**config.mk**
```make
export PLATFORM = sky130hd
export DESIGN_NAME = tcp_option_parser
export DESIGN_NICKNAME = d
export VERILOG_FILES = /design/src/hw/rtl/tcpop_pkg.sv /design/src/hw/rtl/tcpop_parse.sv /design/src/hw/rtl/tcp_option_parser.sv
export SDC_FILE = /design/constraint.sdc
export NUM_CORES = 1
export LEC_CHECK = 0
export ABC_CLOCK_PERIOD_IN_PS = 4700
export BUFFER_PORTS_ARGS = -buffer_cell sky130_fd_sc_hd__buf_4
export CAP_MARGIN = 0
export CORE_UTILIZATION = 50
export CTS_CLUSTER_SIZE = 20
export DETAILED_ROUTE_END_ITERATION = 10
export PLACE_DENSITY = 0.7
export SKIP_CTS_REPAIR_TIMING = 1
export SLEW_MARGIN = 20
export SYNTH_ARGS = -nofsm -noshare
export SYNTH_HDL_FRONTEND = slang
export SYNTH_SLANG_ARGS = --single-unit
export TNS_END_PERCENT = 10
```
**constraint.sdc**
```tcl
create_clock -name clk_i -period 4.7 [get_ports clk_i]
set_input_delay 0.47 -clock clk_i [delete_from_list [all_inputs] [get_ports clk_i]]
set_output_delay 0.47 -clock clk_i [all_outputs]
set_load 0.02 [all_outputs]
```
**src/hw/rtl/tcpop_pkg.sv**
```systemverilog
// tcp option parser package: option kind codes, reset value of the segment size
// and the result record shared by the parser and the top level.
// no dependencies.
`default_nettype none

package tcpop_pkg;

  localparam logic [7:0] OPT_END     = 8'd0;
  localparam logic [7:0] OPT_NOP     = 8'd1;
  localparam logic [7:0] OPT_MSS     = 8'd2;
  localparam logic [7:0] OPT_WSCALE  = 8'd3;
  localparam logic [7:0] OPT_SACK_OK = 8'd4;

  localparam logic [15:0] MSS_DEFAULT = 16'd1460;

  // packed so that the segment size sits in the lowest bits
  typedef struct packed {
    logic        malformed;
    logic        sack_allowed;
    logic [7:0]  window_shift;
    logic [15:0] max_segment_size;
  } result_t;

  localparam int unsigned RESULT_W = $bits(result_t);
  localparam int unsigned TDATA_W  = ((RESULT_W + 7) / 8) * 8;

endpackage

`default_nettype wire

```
**src/hw/rtl/tcpop_parse.sv**
```systemverilog
// per-byte parser state machine of the tcp option parser; holds the parse phase
// and the learned option values. depends on tcpop_pkg.
`default_nettype none

module tcpop_parse (
  input  wire logic              clk_i,
  input  wire logic              rst_ni,
  input  wire logic              step_i,
  input  wire logic [7:0]        byte_i,
  input  wire logic              last_i,
  output tcpop_pkg::result_t     result_o
);

  typedef enum logic [2:0] {
    PH_KIND    = 3'd0,
    PH_KLEN    = 3'd1,
    PH_MSS_HI  = 3'd2,
    PH_MSS_LO  = 3'd3,
    PH_WS_VAL  = 3'd4,
    PH_UNK_LEN = 3'd5,
    PH_SKIP    = 3'd6,
    PH_DONE    = 3'd7
  } phase_e;

  phase_e      phase_q, phase_d, phase_n;
  logic [7:0]  skip_q, skip_d, skip_n, skip_dec;
  logic [7:0]  high_q, high_d;
  logic [15:0] mss_q, mss_d;
  logic [7:0]  shift_q, shift_d;
  logic        sack_q, sack_d;
  logic        err_q, err_d, err_n;

  always_comb begin
    phase_n  = phase_q;
    skip_n   = skip_q;
    high_d   = high_q;
    mss_d    = mss_q;
    shift_d  = shift_q;
    sack_d   = sack_q;
    err_n    = err_q;
    skip_dec = (skip_q != 8'd0) ? (skip_q - 8'd1) : skip_q;

    unique case (phase_q)
      PH_KIND: begin
        if (byte_i == tcpop_pkg::OPT_END) begin
          phase_n = PH_DONE;
        end else if (byte_i == tcpop_pkg::OPT_NOP) begin
          phase_n = PH_KIND;
        end else if (byte_i >= tcpop_pkg::OPT_MSS && byte_i <= tcpop_pkg::OPT_SACK_OK) begin
          // kind is held in the high byte register while its length passes
          if (byte_i == tcpop_pkg::OPT_SACK_OK) begin
            sack_d = 1'b1;
          end
          high_d  = byte_i;
          phase_n = PH_KLEN;
        end else begin
          phase_n = PH_UNK_LEN;
        end
      end
      PH_KLEN: begin
        if (high_q == tcpop_pkg::OPT_MSS) begin
          phase_n = PH_MSS_HI;
        end else if (high_q == tcpop_pkg::OPT_WSCALE) begin
          phase_n = PH_WS_VAL;
        end else begin
          phase_n = PH_KIND;
        end
      end
      PH_MSS_HI: begin
        high_d  = byte_i;
        phase_n = PH_MSS_LO;
      end
      PH_MSS_LO: begin
        mss_d   = {high_q, byte_i};
        phase_n = PH_KIND;
      end
      PH_WS_VAL: begin
        shift_d = byte_i;
        phase_n = PH_KIND;
      end
      PH_UNK_LEN: begin
        if (byte_i < 8'd2) begin
          err_n   = 1'b1;
          phase_n = PH_DONE;
        end else if (byte_i == 8'd2) begin
          phase_n = PH_KIND;
        end else begin
          skip_n  = byte_i - 8'd2;
          phase_n = PH_SKIP;
        end
      end
      PH_SKIP: begin
        skip_n = skip_dec;
        if (skip_dec == 8'd0) begin
          phase_n = PH_KIND;
        end
      end
      PH_DONE: begin
        phase_n = PH_DONE;
      end
      default: begin
        phase_n = phase_q;
      end
    endcase

    result_o.max_segment_size = mss_d;
    result_o.window_shift     = shift_d;
    result_o.sack_allowed     = sack_d;
    result_o.malformed        = err_n | ((phase_n != PH_KIND) && (phase_n != PH_DONE));

    // end of area: parse position and error start afresh, learned values stay
    if (last_i) begin
      phase_d = PH_KIND;
      skip_d  = 8'd0;
      err_d   = 1'b0;
    end else begin
      phase_d = phase_n;
      skip_d  = skip_n;
      err_d   = err_n;
    end
  end

  always_ff @(posedge clk_i or negedge rst_ni) begin
    if (!rst_ni) begin
      phase_q <= PH_KIND;
      skip_q  <= 8'd0;
      high_q  <= 8'd0;
      mss_q   <= tcpop_pkg::MSS_DEFAULT;
      shift_q <= 8'd0;
      sack_q  <= 1'b0;
      err_q   <= 1'b0;
    end else if (step_i) begin
      phase_q <= phase_d;
      skip_q  <= skip_d;
      high_q  <= high_d;
      mss_q   <= mss_d;
      shift_q <= shift_d;
      sack_q  <= sack_d;
      err_q   <= err_d;
    end
  end

endmodule

`default_nettype wire

```
**src/hw/rtl/tcp_option_parser.sv**
```systemverilog
// top level of the tcp option parser: input register, parser and result register.
// depends on tcpop_pkg and tcpop_parse.
//
// usage: the option area of a tcp header enters on the s_axis channel, one byte
// per item, with s_axis_tlast on its final byte. kinds end, no-op, maximum
// segment size, window scale and sack permitted are decoded, any other kind is
// skipped by its length byte. learned values are kept from one area to the next.
// for every area one result item leaves on m_axis with the current segment size,
// window shift, sack permitted bit and a malformed bit (bad length or an option
// cut off by the end of the area); bytes without tlast give no result.
// throughput: one byte per cycle unless a final byte waits for the result register;
// the parser step between the input register and the result register is combinational.
// result path: the last byte of an area passes the input register, then the parser
// step writes its result into the result register, which drives m_axis.
// reset: segment size returns to 1460, window shift and sack permitted clear,
// and both registers empty.
// stall: a waiting result holds; non-final bytes keep flowing into the parser,
// a final byte waits in the input register until the result register frees,
// and s_axis_tready drops only once the input register is also held.
`default_nettype none

module tcp_option_parser (
  input  wire logic                              clk_i,
  input  wire logic                              rst_ni,
  input  wire logic                              s_axis_tvalid,
  output      logic                              s_axis_tready,
  input  wire logic [7:0]                        s_axis_tdata,  // [7:0] option_byte
  input  wire logic                              s_axis_tlast,  // area_last
  output      logic                              m_axis_tvalid,
  input  wire logic                              m_axis_tready,
  // [15:0] max_segment_size, [23:16] window_shift, [24] sack_allowed,
  // [25] malformed, upper bits zero
  output      logic [tcpop_pkg::TDATA_W-1:0]     m_axis_tdata
);

  logic               in_valid_q;
  logic [7:0]         in_byte_q;
  logic               in_last_q;
  logic               out_valid_q;
  tcpop_pkg::result_t result_q;
  tcpop_pkg::result_t step_result;
  logic               advance;
  logic               in_take;

  // a final byte may only step once the result register can take its result
  assign advance       = in_valid_q && (!in_last_q || !out_valid_q || m_axis_tready);
  assign s_axis_tready = !in_valid_q || advance;
  assign in_take       = s_axis_tvalid && s_axis_tready;

  tcpop_parse u_parse (
    .clk_i    (clk_i),
    .rst_ni   (rst_ni),
    .step_i   (advance),
    .byte_i   (in_byte_q),
    .last_i   (in_last_q),
    .result_o (step_result)
  );

  always_ff @(posedge clk_i or negedge rst_ni) begin
    if (!rst_ni) begin
      in_valid_q  <= 1'b0;
      out_valid_q <= 1'b0;
    end else begin
      if (in_take) begin
        in_valid_q <= 1'b1;
      end else if (advance) begin
        in_valid_q <= 1'b0;
      end
      if (advance && in_last_q) begin
        out_valid_q <= 1'b1;
      end else if (m_axis_tready) begin
        out_valid_q <= 1'b0;
      end
    end
  end

  always_ff @(posedge clk_i) begin
    if (in_take) begin
      in_byte_q <= s_axis_tdata;
      in_last_q <= s_axis_tlast;
    end
    if (advance && in_last_q) begin
      result_q <= step_result;
    end
  end

  assign m_axis_tvalid = out_valid_q;
  assign m_axis_tdata  = {{(tcpop_pkg::TDATA_W - tcpop_pkg::RESULT_W){1'b0}}, result_q};

  a_no_overwrite: assert property (@(posedge clk_i) disable iff (!rst_ni)
    (out_valid_q && !m_axis_tready) |-> !(advance && in_last_q))
    else $error("pending result overwritten");

  a_last_gives_result: assert property (@(posedge clk_i) disable iff (!rst_ni)
    (advance && in_last_q) |=> m_axis_tvalid)
    else $error("final byte stepped without a result");

  a_take_fills_input: assert property (@(posedge clk_i) disable iff (!rst_ni)
    in_take |=> in_valid_q)
    else $error("accepted item lost from input register");

endmodule

`default_nettype wire

```
* Yosys cells after proc, flatten, opt, wreduce, memory -nomap -nowiden
Index checks and enable logic that the tools add are counted.
** Word-level totals
- Flip-flop bits (word level) :: 82
- Input bits :: 13
- Output and inout bits :: 34
- Word-level logic and storage cells :: 95
** Operators by class
- Add/subtract/negate cells :: 2
- $lt $le $gt $ge :: 3
- Eq/ne operators :: 18
- Multiplexer cells :: 33
- Bitwise logic cells :: 1
- Reduce and logical (&&, ||, !) cells :: 23
** Operators with widths (number)
- two-way mux 8 bit :: 8
- case mux 8 bit (2 select lines) :: 2
- two-way mux 3 bit :: 9
- == test 8 x 2 -> 1 bit (second input constant) :: 3
- case mux 3 bit (7 select lines) :: 1
- logical NOT 8 bit :: 2
- two-way mux 16 bit :: 1
- == test 3 bit (second input constant) :: 4
- two-way mux 1 bit :: 12
- != test 3 bit (second input constant) :: 3
- == test 8 x 1 -> 1 bit (second input constant) :: 1
- == test 8 x 3 -> 1 bit (second input constant) :: 1
- >= comparator 8 x 2 -> 1 bit (second input constant) :: 1
- <= comparator 8 x 3 -> 1 bit (second input constant) :: 1
- less-than comparator 8 x 2 -> 1 bit (second input constant) :: 1
- nonzero test 8 bit :: 1
- subtractor 8 x 1 -> 8 bit (second input constant) :: 1
- subtractor 8 x 2 -> 8 bit (second input constant) :: 1
- == test 3 x 2 -> 1 bit (second input constant) :: 2
- nonzero test 2 bit :: 3
- nonzero test 3 bit :: 2
- logical AND 1 bit :: 5
- AND reduction 5 bit :: 1
- != test 2 bit (second input constant) :: 2
- 8 further kinds :: 12

* Logic depth before layout (Yosys ltp)
Gate-level depths: netlist (run 1).
- Word-level depth :: 9
- Mapped depth :: 9

* Modules after synthesis
A second synthesis (run 1) with hierarchy kept.
** Second synthesis, totals
- Cells, all modules :: 324
- Area total of the unflattened synthesis :: 4082.7 µm²
** By module, submodules not included
- tcpop_parse :: times used 1, cells an instance 272, area each 2861.5 µm²
- tcp_option_parser :: times used 1, cells an instance 52, area each 1221.2 µm²

* Worst setup path before layout (run 1)
No wires, ideal clock.
- Kind :: reg-to-reg
- Start point :: register out_valid_q, in the netlist m_axis_tvalid
- End point :: register result_q (netlist bit m_axis_tdata[0]) (enable)
- Data arrival time :: 2.062 ns
- Data required time :: 4.290 ns
- Slack :: 2.227 ns
- Cell stages (with the launch flop) :: 6
- Clock period less this slack :: 2.473 ns
- Cell sequence :: dfrtp_1 > inv_1 > or3_1 > nand2_1 > clkbuf_1 > nor2_1
** On the way
- Word-level cells in the longest chain between the ends :: 5
** Ends and longest elaborated chain
- from (decl) :: RTL line tcp_option_parser.sv:39 : logic out_valid_q;
- from (signal assigned) :: RTL line tcp_option_parser.sv:62 : out_valid_q <= 1'b0;
- from (signal assigned) :: RTL line tcp_option_parser.sv:70 : out_valid_q <= 1'b1;
- from (signal assigned) :: RTL line tcp_option_parser.sv:72 : out_valid_q <= 1'b0;
- logical NOT 1 bit :: RTL line tcp_option_parser.sv:46 : assign advance = in_valid_q && (!in_last_q || !out_valid_q || m_axis_tready);
- logical OR 1 bit (2 in a row) :: RTL line tcp_option_parser.sv:46
- logical AND 1 bit :: RTL line tcp_option_parser.sv:46
- logical AND 1 bit :: RTL line tcp_option_parser.sv:82 : if (advance && in_last_q) begin
- to (signal assigned) :: RTL line tcp_option_parser.sv:83 : result_q <= step_result;
- to (decl) :: RTL line tcp_option_parser.sv:40 : tcpop_pkg::result_t result_q;
Every way passes these cells.
A chain may end at the register's enable or synchronous reset.

* Worst setup path in the final report (run 1)
- Start point :: register in_last_q
- End point :: register u_parse.skip_q[1]
** On the way
- Word-level cells in the longest chain between the ends :: 5
** Ends and longest elaborated chain
- from (decl) :: RTL line tcp_option_parser.sv:38 : logic in_last_q;
- from (signal assigned) :: RTL line tcp_option_parser.sv:80 : in_last_q <= s_axis_tlast;
- logical NOT 1 bit :: RTL line tcp_option_parser.sv:46
- logical OR 1 bit (2 in a row) :: RTL line tcp_option_parser.sv:46
- logical AND 1 bit :: RTL line tcp_option_parser.sv:46
- AND reduction 4 bit (no line)
- to (signal assigned) :: RTL line tcpop_parse.sv:134 : skip_q <= skip_d;
- to (decl) :: RTL line tcpop_parse.sv:26 : logic [7:0] skip_q, skip_d, skip_n, skip_dec;
Parallel ways exist; a longest one is shown, timed or not.

==> key figures, run 1 <==
Job
  • Max-Cap Viols: 0

Synthesis
  • Synth area leader: edfxtp_1
  • Synth top area share: 26.60%
  • Post-synthesis sequential area ratio: 56.55%
  • Fraction of registers with async set/reset: 57.32%
  • Area of the mapped netlist: 3951 um2
  • Mean Syn Cell Area: 10.54 um2
  • Top FF cell, synth: dfrtp_1
  • YS warnings: 0
  • Yosys reg bits: 82
  • Synth top area cells: edfxtp_1 (27%), dfrtp_1 (26%), nand2_1 (8.7%), mux2_2 (8.3%), dfstp_2 (4.0%)
  • Distinct cells, synth: 56
  • Post-synthesis cell count: 375
  • Post-synth EDFFs: 35

STA
  • Final Max Slew Viols: 0
  • Unrepaired setup endpoints after global routing: false
  • Tightest Pin Transition: 0.9272 ns
  • Hold Vio Cnt, Final: 0
  • Achievable Freq: 369.8 MHz
  • Worst rel slew slack: 38.00%
  • Worst Clk Skew: 0.01636 ns
  • Final period demand of the worst path: 2.704 ns
  • Period utilization: 57.53%
  • Setup TNS: 0 ns
  • Final setup vio count: 0

Routing
  • WL/cell: 15.91 um
  • DRC Markers: 0
  • Vias: 2,875
  • Via density: 5.615
  • Final ANT Viol Nets: 0
  • Detailed Routing Iterations Pass 1: 5
  • WL final: 8148 um
  • Starting DRT DRC Count: 165

Final layout
  • Fin cells: 512
  • Register area: 2235 um2
  • FILL cells: 654
  • Area of the multi-input gates: 1564 um2
  • Layout Nets: 422
  • Layout cells sized above 1: 25.61%
  • Area delta synth->final: 13.24%
  • Layout Cell Area excl Fill: 4474 um2
  • Ant diodes: 0

Placed design
  • Count of input and output buffers: 40
  • DP Area: 4278 um2
  • Post-DP HPWL: 5353 um
  • GP Congestion: 0.8105
  • Placed Cells: 496

Clocking
  • Number of CTS-inserted buffers: 9
  • H-tree Lvls: 3
  • Clock tree sinks: 82
  • CTS tree: built
  • Clk root buf: clkbuf_8
  • Worst-path clk slew: 0.09 ns
  • Clock buffer depth: 2
  • Worst skew pair latency: 0.36 ns

Floorplanning
  • Die width: 90.90 um
  • Site Rows: 32
  • Core area: 7687 um2
  • Die ar.: 8262 um2
  • Initial core utilization: 51.40%
  • Die height: 90.90 um
  • Num ports: 47

Power and ir drop
  • Cell Int Power: 1.593 mW
  • Leakage power: 1.959 nW
  • Power share of the clock group: 20.7%
  • Total power: 2.457 mW
  • Worst vdd ir: 263.3 uV
  • Flop pwr share: 47.4%
  • Combinational share of power: 31.9%
  • Psw: 0.8639 mW
  • Pwr/cell area: 549.1 nW/um2
  • Switch share: 35.16%

Critical path
  • Critical path's top delay family: compound AO/OA/AOI/OAI gates
  • Reg2reg path depth: 6
  • CP max-delay cell: edfxtp_1
  • CP startpoint kind: register
  • Critical-path cell list: inv_1 > or3_1 > and2_2 > o221ai_1 > a2111oi_0 > a21o_1
  • CP max FO: 28
  • WS Path Type: reg -> reg
  • WP buf/inv: 1
  • Crit. End Element: register
  • Max incr delay on CP: 0.56 ns
  • Critical path data required time: 5.00 ns
  • FF-to-FF End: u_parse.skip_q[1]
  • FF-to-FF Start: in_last_q
  • Reg2Reg Setup Slack: 2.00 ns
  • WP data arrival: 3.00 ns

Min path
  • HP Class: in -> async

Global route
  • Antenna violations before repair: 0
  • Number of global-route vias before repair: 2,869
  • Largest net degree at the start of global routing: 48
  • Gr ovfl total: 0
  • First-pass GRT wire length: 13,690 um
  • Tot GR Track Use: 21.41%

Status
  • Status: finished, final reports clean
[placed cells by master (no fill, tap or decap), drive strengths merged, types with 6 or more instances in the layout]
master  netlist  routed
mux2         29      29
nor4          7       7
nand2        92      92
nor2         21      21
dfrtp        41      41
nor3          8       8
inv          10      11
edfxtp       35      35
conb          1       6
a21oi        10      10
clkbuf       18      10
o21ai        15      15
buf          10      42
dfstp         6       6
[cell families after synthesis]
group	after synthesis	synth area share, %
AOI/OAI and AO/OA	54	9.120
DFF	82	56.55
buffers and inverters	38	4.433
other	1	0.09491
muxes	29	8.265
xor gates and xnor gates	8	1.773
and+or+nand+nor	159	18.49
adders and majority gates	4	1.267
[sequential cells by signal, indices dropped and copies added, names as in the netlist]
signal	count
in_byte_q	8
u_parse.high_q	8
u_parse.phase_q	3
m_axis_tdata	26
u_parse.err_q	1
u_parse.sack_q	1
u_parse.mss_q	16
m_axis_tvalid	1
u_parse.shift_q	8
u_parse.skip_q	8
in_last_q	1
in_valid_q	1
[power by group through the flow]
stage | clock network (mW) | logic (mW) | registers (mW)
after floorplan | 0 | 0.591 | 1.15
after global placement | 0 | 0.754 | 1.16
after detailed placement | 0 | 0.779 | 1.18
after CTS | 0.513 | 0.785 | 1.16
after global routing | 0.543 | 0.879 | 1.19
final | 0.509 | 0.784 | 1.16
[metrics by stage]
stage,worst slack [ns],util [%],hold slack [ns]
after floorplan,2.227,-,0.1744
after global placement,1.592,55.65,0.4323
after detailed placement,1.533,55.65,0.4470
after CTS,1.525,58.19,0.1410
after global routing,1.745,58.20,0.1531
final,1.996,58.20,0.1163
[cell type report]
| class | instances | share of cell area (%) |
|---|---|---|
| clock buffers | 10 | 2.852 |
| clock inverters | 6 | 1.510 |
| inverters | 10 | 0.8389 |
| multi-input cells | 260 | 34.96 |
| flip-flops and latches | 82 | 49.94 |
| well taps | 102 | 2.852 |
| repair buffers | 42 | 7.047 |
[synth_stat cells, types with 2 or more instances]
cell type,n
nor2_1,21
nand3b_1,4
buf_4,6
o31ai_1,3
a21oi_1,10
xnor2_1,3
a32o_1,2
nor4_1,6
or2_2,4
mux2_2,29
o211ai_1,2
a21o_1,2
nor4b_1,2
inv_1,10
nor2b_1,2
nor3b_1,2
o21ai_0,15
dfstp_2,6
xor2_1,5
and2_1,5
nor3_1,8
a31oi_1,3
buf_2,2
clkbuf_1,18
ha_1,4
edfxtp_1,35
nand3_1,4
o22ai_1,3
nand2_1,92
dfrtp_1,41
[worst register-to-register path, cell delays in order, from the launching register on]
cell	delay, ns
edfxtp_1	0.56
inv_1	0.21
or3_1	0.15
and2_2	0.53
o221ai_1	0.56
a2111oi_0	0.52
a21o_1	0.12
[routing by layer]
layer	global-route usage [%]	vias to the layer above	share of wire (%)
met2	34.53	103	48
met5	0	-	0
li1	-	1349	-
met1	28.76	1411	45
met3	4.293	12	5.7
met4	7.937	0	1.5
[worst max path at each step]
stage | from | endpoint | slack, ns | cells past startpoint
3_3_place_gp | in_last_q | u_parse.skip_q[1] | 1.59 | 6
4_1_cts | in_last_q | u_parse.skip_q[1] | 1.53 | 6
5_1_grt | in_last_q | u_parse.skip_q[1] | 1.75 | 6
3_5_place_dp | in_last_q | u_parse.skip_q[1] | 1.53 | 6
6_report | in_last_q | u_parse.skip_q[1] | 2.00 | 6
2_1_floorplan | m_axis_tvalid | m_axis_tdata[0] | 2.23 | 5
Power figures use the tool's default switching activity.
==> inputs of run 2 (changes only) <==
ABC_AREA = 1   (was not set)
ABC_CLOCK_PERIOD_IN_PS = 2200   (was 4700)
PLACE_DENSITY = 0.73   (was 0.7)
clock period = 2.2 ns   (was 4.7 ns; I/O delays follow)
==> key figures, run 2 <==
Power and ir drop
  • Combinational share of power: 36.3%
  • Leakage power: 2.098 nW
  • Power share of the clock group: 18.9%
  • Flop pwr share: 44.8%
  • Psw: 2.054 mW
  • Switch share: 39.00%
  • Worst vdd ir: 612.7 uV
  • Cell Int Power: 3.212 mW
  • Pwr/cell area: 1173 nW/um2

Clocking
  • Worst skew pair latency: 0.36 ns
  • Number of CTS-inserted buffers: 9
  • Clk root buf: clkbuf_8
  • H-tree Lvls: 3
  • Clock tree sinks: 82
  • Clock buffer depth: 2
  • CTS tree: built
  • Worst-path clk slew: 0.08 ns

Global route
  • Gr ovfl total: 0
  • Number of global-route vias before repair: 2,802
  • First-pass GRT wire length: 12,950 um
  • Largest net degree at the start of global routing: 48
  • Antenna violations before repair: 0
  • Tot GR Track Use: 20.45%

Synthesis
  • Adder-Cell Fraction of Synth Area: 1.283%
  • Synth top area share: 26.94%
  • Post-synthesis sequential area ratio: 57.28%
  • Yosys reg bits: 82
  • Commonest cells in the synthesized netlist: nand2_1 (145), inv_1 (42), dfrtp_1 (41), o21ai_0 (40), edfxtp_1 (35)
  • Post-synthesis cell count: 436
  • YS warnings: 0
  • Mux share of post-synthesis cell area: 0%
  • Synth Area in Compound Gates: 9.301%
  • Largest family of logic cells by synthesized area: simple AND/OR/NAND/NOR gates
  • Fraction of registers with async set/reset: 57.32%
  • Post-synth EDFFs: 35
  • Area of the mapped netlist: 3901 um2
  • Count leader, synth: nand2_1
  • Top FF cell, synth: dfrtp_1
  • Synth area leader: edfxtp_1
  • Xor and xnor area share after synthesis: 0.8980%
  • Mean Syn Cell Area: 8.948 um2
  • Synth top area cells: edfxtp_1 (27%), dfrtp_1 (26%), nand2_1 (14%), o21ai_0 (5.1%), dfstp_2 (4.0%)
  • Distinct cells, synth: 33
  • Simple-Gate Fraction of Synth Area: 24.28%

STA
  • Worst rel slew slack: 52.83%
  • Tightest Pin Transition: 0.7068 ns
  • Final period demand of the worst path: 2.045 ns
  • Final Max Slew Viols: 0
  • Setup TNS: 0 ns
  • Final setup vio count: 0
  • Worst Clk Skew: 0.009492 ns
  • Period utilization: 92.93%
  • Unrepaired setup endpoints after global routing: false
  • Achievable Freq: 489.1 MHz
  • Hold Vio Cnt, Final: 0
  • Setup WS post-layout: 0.1554 ns

Routing
  • Final ANT Viol Nets: 0
  • Vias: 3,005
  • DRC Markers: 0
  • Starting DRT DRC Count: 235
  • WL final: 7705 um
  • Metal2 WL: 3807 um
  • WL/cell: 13.13 um
  • Metal-1 WL: 3346 um
  • Met3 wire length: 336 um
  • Detailed Routing Iterations Pass 1: 5
  • Top layer in use: met4
  • Via density: 5.119

Critical path
  • Cell mode on critical path: nand2_1
  • WS Path Type: reg -> reg
  • WP data arrival: 2.16 ns
  • Critical path data required time: 2.32 ns
  • Max incr delay on CP: 0.41 ns
  • Reg2Reg Setup Slack: 0.16 ns
  • CP max-delay cell: dfrtp_1
  • CP startpoint kind: register
  • CP max FO: 8
  • Critical-path cell list: inv_2 > ha_1 > nor3b_4 > nand2_4 > nand3_1 > nand2_1 > nor2_1 > nand2_1 > nand2_2 > nand3_2 > nand2_2 > nand2_1 > nand2_1 > nand3_2
  • Crit. End Element: register

Final layout
  • Commonest non-fill, non-tap cell in the layout: nand2_1
  • Layout Nets: 500
  • Area delta synth->final: 15.04%
  • Layout cells sized above 1: 18.85%
  • Fin cells: 587
  • Commonest non-fill, non-tap cells in the layout: nand2_1 (145), buf_4 (47), dfrtp_1 (41)
  • Max FFs per register: 26
  • Ant diodes: 0

Floorplanning
  • Die height: 90.33 um
  • Die ar.: 8160 um2
  • Initial core utilization: 52.66%
  • Die width: 90.33 um
  • Site Rows: 31
  • Num ports: 47
  • Core area: 7408 um2

Job
  • Max-Cap Viols: 0

Placed design
  • Post-DP HPWL: 5467 um
  • Placed Cells: 570
  • Pre-CTS WS: 0.1305 ns
  • Count of input and output buffers: 40
  • GP Congestion: 0.9317

Min path
  • HP Class: in -> reg

Status
  • Status: finished, final reports clean
==> run 2: changes by cell type in the layout (fill, tap and decap cells not counted), moves of 6 or more <==
cell	before	now
a21oi_1	10	4
inv_1	10	40
mux2_2	29	0
nand2_1	92	145
nand3_1	4	22
nand4_1	0	6
nor4_1	6	0
o21ai_0	15	40
==> run 2: through the flow <==
stage	util [%]	cell area (um2)	hold slack [ns]	power [mW]
2_1_floorplan	-	3920	-0.07559	3.796
3_3_place_gp	58.03	4299	0.2692	4.205
3_5_place_dp	58.03	4299	0.2753	4.279
4_1_cts	60.45	4478	-0.1160	5.283
5_1_grt	60.58	4488	0.02178	5.648
6_report	60.58	4488	0.02827	5.266
==> run 2: logic make-up (layout without fill, tap and decap cells) <==
| logic type | Yosys count | after routing |
|---|---|---|
| flops | 82 | 82 |
| xor+xnor | 4 | 4 |
| buf+inv | 62 | 109 |
| compound gates | 65 | 65 |
| fa+ha+maj | 4 | 4 |
| simple gates | 218 | 218 |
| other cells | 1 | 6 |
==> run 2: per-layer routing <==
metal  global-route usage [%]  vias up
met4                    10.08        0
met5                        0        -
li1                         -     1510
met1                    26.12     1404
met2                    33.21       73
met3                    4.293       18
==> run 2: final timing paths <==
kind                                    from           endpoint  depth (start not counted)
setup / recovery           u_parse.skip_q[0]   m_axis_tdata[25]                         14
hold / removal               s_axis_tdata[6]       in_byte_q[6]                          1
setup reg to reg           u_parse.skip_q[0]   m_axis_tdata[25]                         14
hold reg to reg            u_parse.mss_q[10]  u_parse.mss_q[10]                          2
max in group asynchronous             rst_ni     u_parse.sack_q                          2
min in group asynchronous             rst_ni   u_parse.mss_q[9]                          2
==> run 2: worst max-delay path, delay by kind of cell (launching register included) <==
kind	cells	cell delay, ns
adders and majority gates	1	0.15
buffers and inverters	1	0.10
DFF	1	0.41
and+or+nand+nor	12	1.13
==> run 2: power by group through the flow <==
stage | logic (mW) | clock network (mW) | registers, mW
2_1_floorplan | 1.37 | 0 | 2.43
3_3_place_gp | 1.84 | 0 | 2.37
3_5_place_dp | 1.90 | 0 | 2.38
4_1_cts | 1.91 | 1.02 | 2.35
5_1_grt | 2.18 | 1.07 | 2.40
6_report | 1.91 | 0.995 | 2.36
==> run 2: cell type report <==
class,count,area [um2]
Clock inverter,6,51.30
Timing Repair Buffer,48,362.8
Fill cell,614,2920
Sequential cell,82,2235
Multi-Input combinational cell,297,1418
Tap cell,99,123.9
Clock buffer,10,127.6
Inverter,45,170.2
==> inputs of run 3 (changes only) <==
BUFFER_PORTS_ARGS = -buffer_cell sky130_fd_sc_hd__buf_2   (was -buffer_cell sky130_fd_sc_hd__buf_4)
==> key figures, run 3 (synthesized netlist as in run 2, its figures left out) <==
Status
  • Status: finished, final reports clean

Global route
  • Tot GR Track Use: 21.40%
  • Number of global-route vias before repair: 2,930
  • Antenna violations before repair: 0
  • Largest net degree at the start of global routing: 33
  • First-pass GRT wire length: 13,560 um
  • Gr ovfl total: 0

STA
  • Final Max Slew Viols: 0
  • Worst rel slew slack: 48.23%
  • Period utilization: 92.39%
  • Final period demand of the worst path: 2.032 ns
  • Achievable Freq: 492.0 MHz
  • Final setup vio count: 0
  • Worst Clk Skew: 0.01013 ns
  • Tightest Pin Transition: 0.7757 ns
  • WHS: 0.04050 ns
  • Setup WS post-layout: 0.1675 ns
  • Hold Vio Cnt, Final: 0

Routing
  • Detailed Routing Iterations Pass 1: 4
  • Starting DRT DRC Count: 220
  • Final ANT Viol Nets: 0
  • Vias: 3,048
  • WL/cell: 13.46 um
  • WL final: 7914 um
  • DRC Markers: 0
  • Via density: 5.184

Min path
  • HP Class: in -> reg
  • End point of the worst hold path: in_last_q
  • Min-Delay Path Depth: 1
  • Worst Min Path Start: s_axis_tlast

Clocking
  • Worst-path clk slew: 0.08 ns
  • CTS tree: built
  • Worst skew pair latency: 0.36 ns
  • Clk root buf: clkbuf_8
  • Clock tree sinks: 82
  • Clock buffer depth: 2
  • Number of CTS-inserted buffers: 9
  • H-tree Lvls: 3

Final layout
  • Layout Nets: 501
  • Layout cells sized above 1: 19.22%
  • Max FFs per register: 26
  • Commonest non-fill, non-tap cells in the layout: nand2_1 (145), dfrtp_1 (41), inv_1 (40), o21ai_0 (40), buf_2 (40)
  • Ant diodes: 0
  • Commonest non-fill, non-tap cell in the layout: nand2_1
  • Area delta synth->final: 13.86%

Critical path
  • FF-to-FF End: m_axis_tdata[25]
  • Max incr delay on CP: 0.41 ns
  • Critical path data required time: 2.31 ns
  • WP data arrival: 2.14 ns
  • Crit. End Element: register
  • CP max FO: 8
  • Critical-path cell list: inv_2 > ha_1 > nor3b_4 > nand2_4 > nand3_1 > nand2_1 > nor2_1 > nand2_1 > nand2_2 > nand3_2 > nand2_2 > nand2_1 > nand2_1 > nand3_2
  • CP max-delay cell: dfrtp_1
  • FF-to-FF Start: u_parse.skip_q[0]
  • Reg2reg path depth: 14
  • Cell mode on critical path: nand2_1
  • WS Path Type: reg -> reg
  • CP startpoint kind: register
  • Reg2Reg Setup Slack: 0.17 ns

Placed design
  • Count of input and output buffers: 40
  • Post-DP HPWL: 5635 um
  • GP Congestion: 0.9258
  • Pre-CTS WS: 0.1504 ns

Job
  • Max-Cap Viols: 0

Floorplanning
  • Die ar.: 8160 um2
  • Initial core utilization: 52.66%
  • Num ports: 47
  • Die width: 90.33 um
  • Die height: 90.33 um
  • Site Rows: 31
  • Core area: 7408 um2

Power and ir drop
  • Flop pwr share: 44.2%
  • Cell Int Power: 3.285 mW
  • Total power: 5.328 mW
  • Switch share: 38.34%
  • Psw: 2.043 mW
  • Power share of the clock group: 20.4%
  • Worst vdd ir: 472.4 uV
  • Combinational share of power: 35.4%
  • Leakage power: 2.093 nW
  • Pwr/cell area: 1199 nW/um2
## run 3: worst max-delay path, delay by kind of cell, from the launching register on
family                   cells  cell delay (ns)
adder cells (fa/ha/maj)      1             0.14
flip-flops                   1             0.41
AND/OR/NAND/NOR             12             1.14
buffers and inverters        1             0.10
## run 3: metrics by stage
step,instance area [um2],instances,util (%),TNS (ns)
6_report,4442,588,59.96,0
2_1_floorplan,3920,441,-,0
5_1_grt,4442,588,59.96,-0.02402
4_1_cts,4424,586,59.72,0
3_5_place_dp,4224,570,57.02,0
3_3_place_gp,4224,570,57.02,0
## run 3: how the worst max path moves through the flow
stage | start | to | slack (ns) | cells after the start
6_report | u_parse.skip_q[0] | m_axis_tdata[25] | 0.17 | 14
5_1_grt | u_parse.skip_q[0] | m_axis_tdata[25] | -0.02 | 14
4_1_cts | u_parse.skip_q[0] | m_axis_tdata[25] | 0.14 | 14
3_5_place_dp | u_parse.skip_q[0] | m_axis_tdata[25] | 0.15 | 14
3_3_place_gp | u_parse.skip_q[0] | m_axis_tdata[25] | 0.23 | 14
2_1_floorplan | u_parse.skip_q[0] | m_axis_tdata[25] | 0.34 | 14
## run 3: area by class of cell
class,instances,area [um2]
Inverter,45,170.2
Sequential cell,82,2235
Tap cell,99,123.9
Multi-Input combinational cell,297,1418
Timing Repair Buffer,49,295.3
Fill cell,660,2967
Clock buffer,9,123.9
Clock inverter,7,76.32
## run 3: per-layer routing
metal	GRT usage, %	wire [um]	share of wire (%)	vias up
met5	0	0	0	-
met2	34.29	3734	47	98
li1	-	-	-	1513
met3	4.040	392	5.0	17
met4	9.274	178	2.2	0
met1	28.58	3609	46	1420
## run 3: power groups by stage
| stage | clock (mW) | combinational, mW | sequential (mW) |
|---|---|---|---|
| 2_1_floorplan | 0 | 1.37 | 2.43 |
| 4_1_cts | 1.11 | 1.86 | 2.35 |
| 3_3_place_gp | 0 | 1.80 | 2.36 |
| 6_report | 1.09 | 1.88 | 2.36 |
| 3_5_place_dp | 0 | 1.86 | 2.38 |
| 5_1_grt | 1.18 | 2.16 | 2.41 |
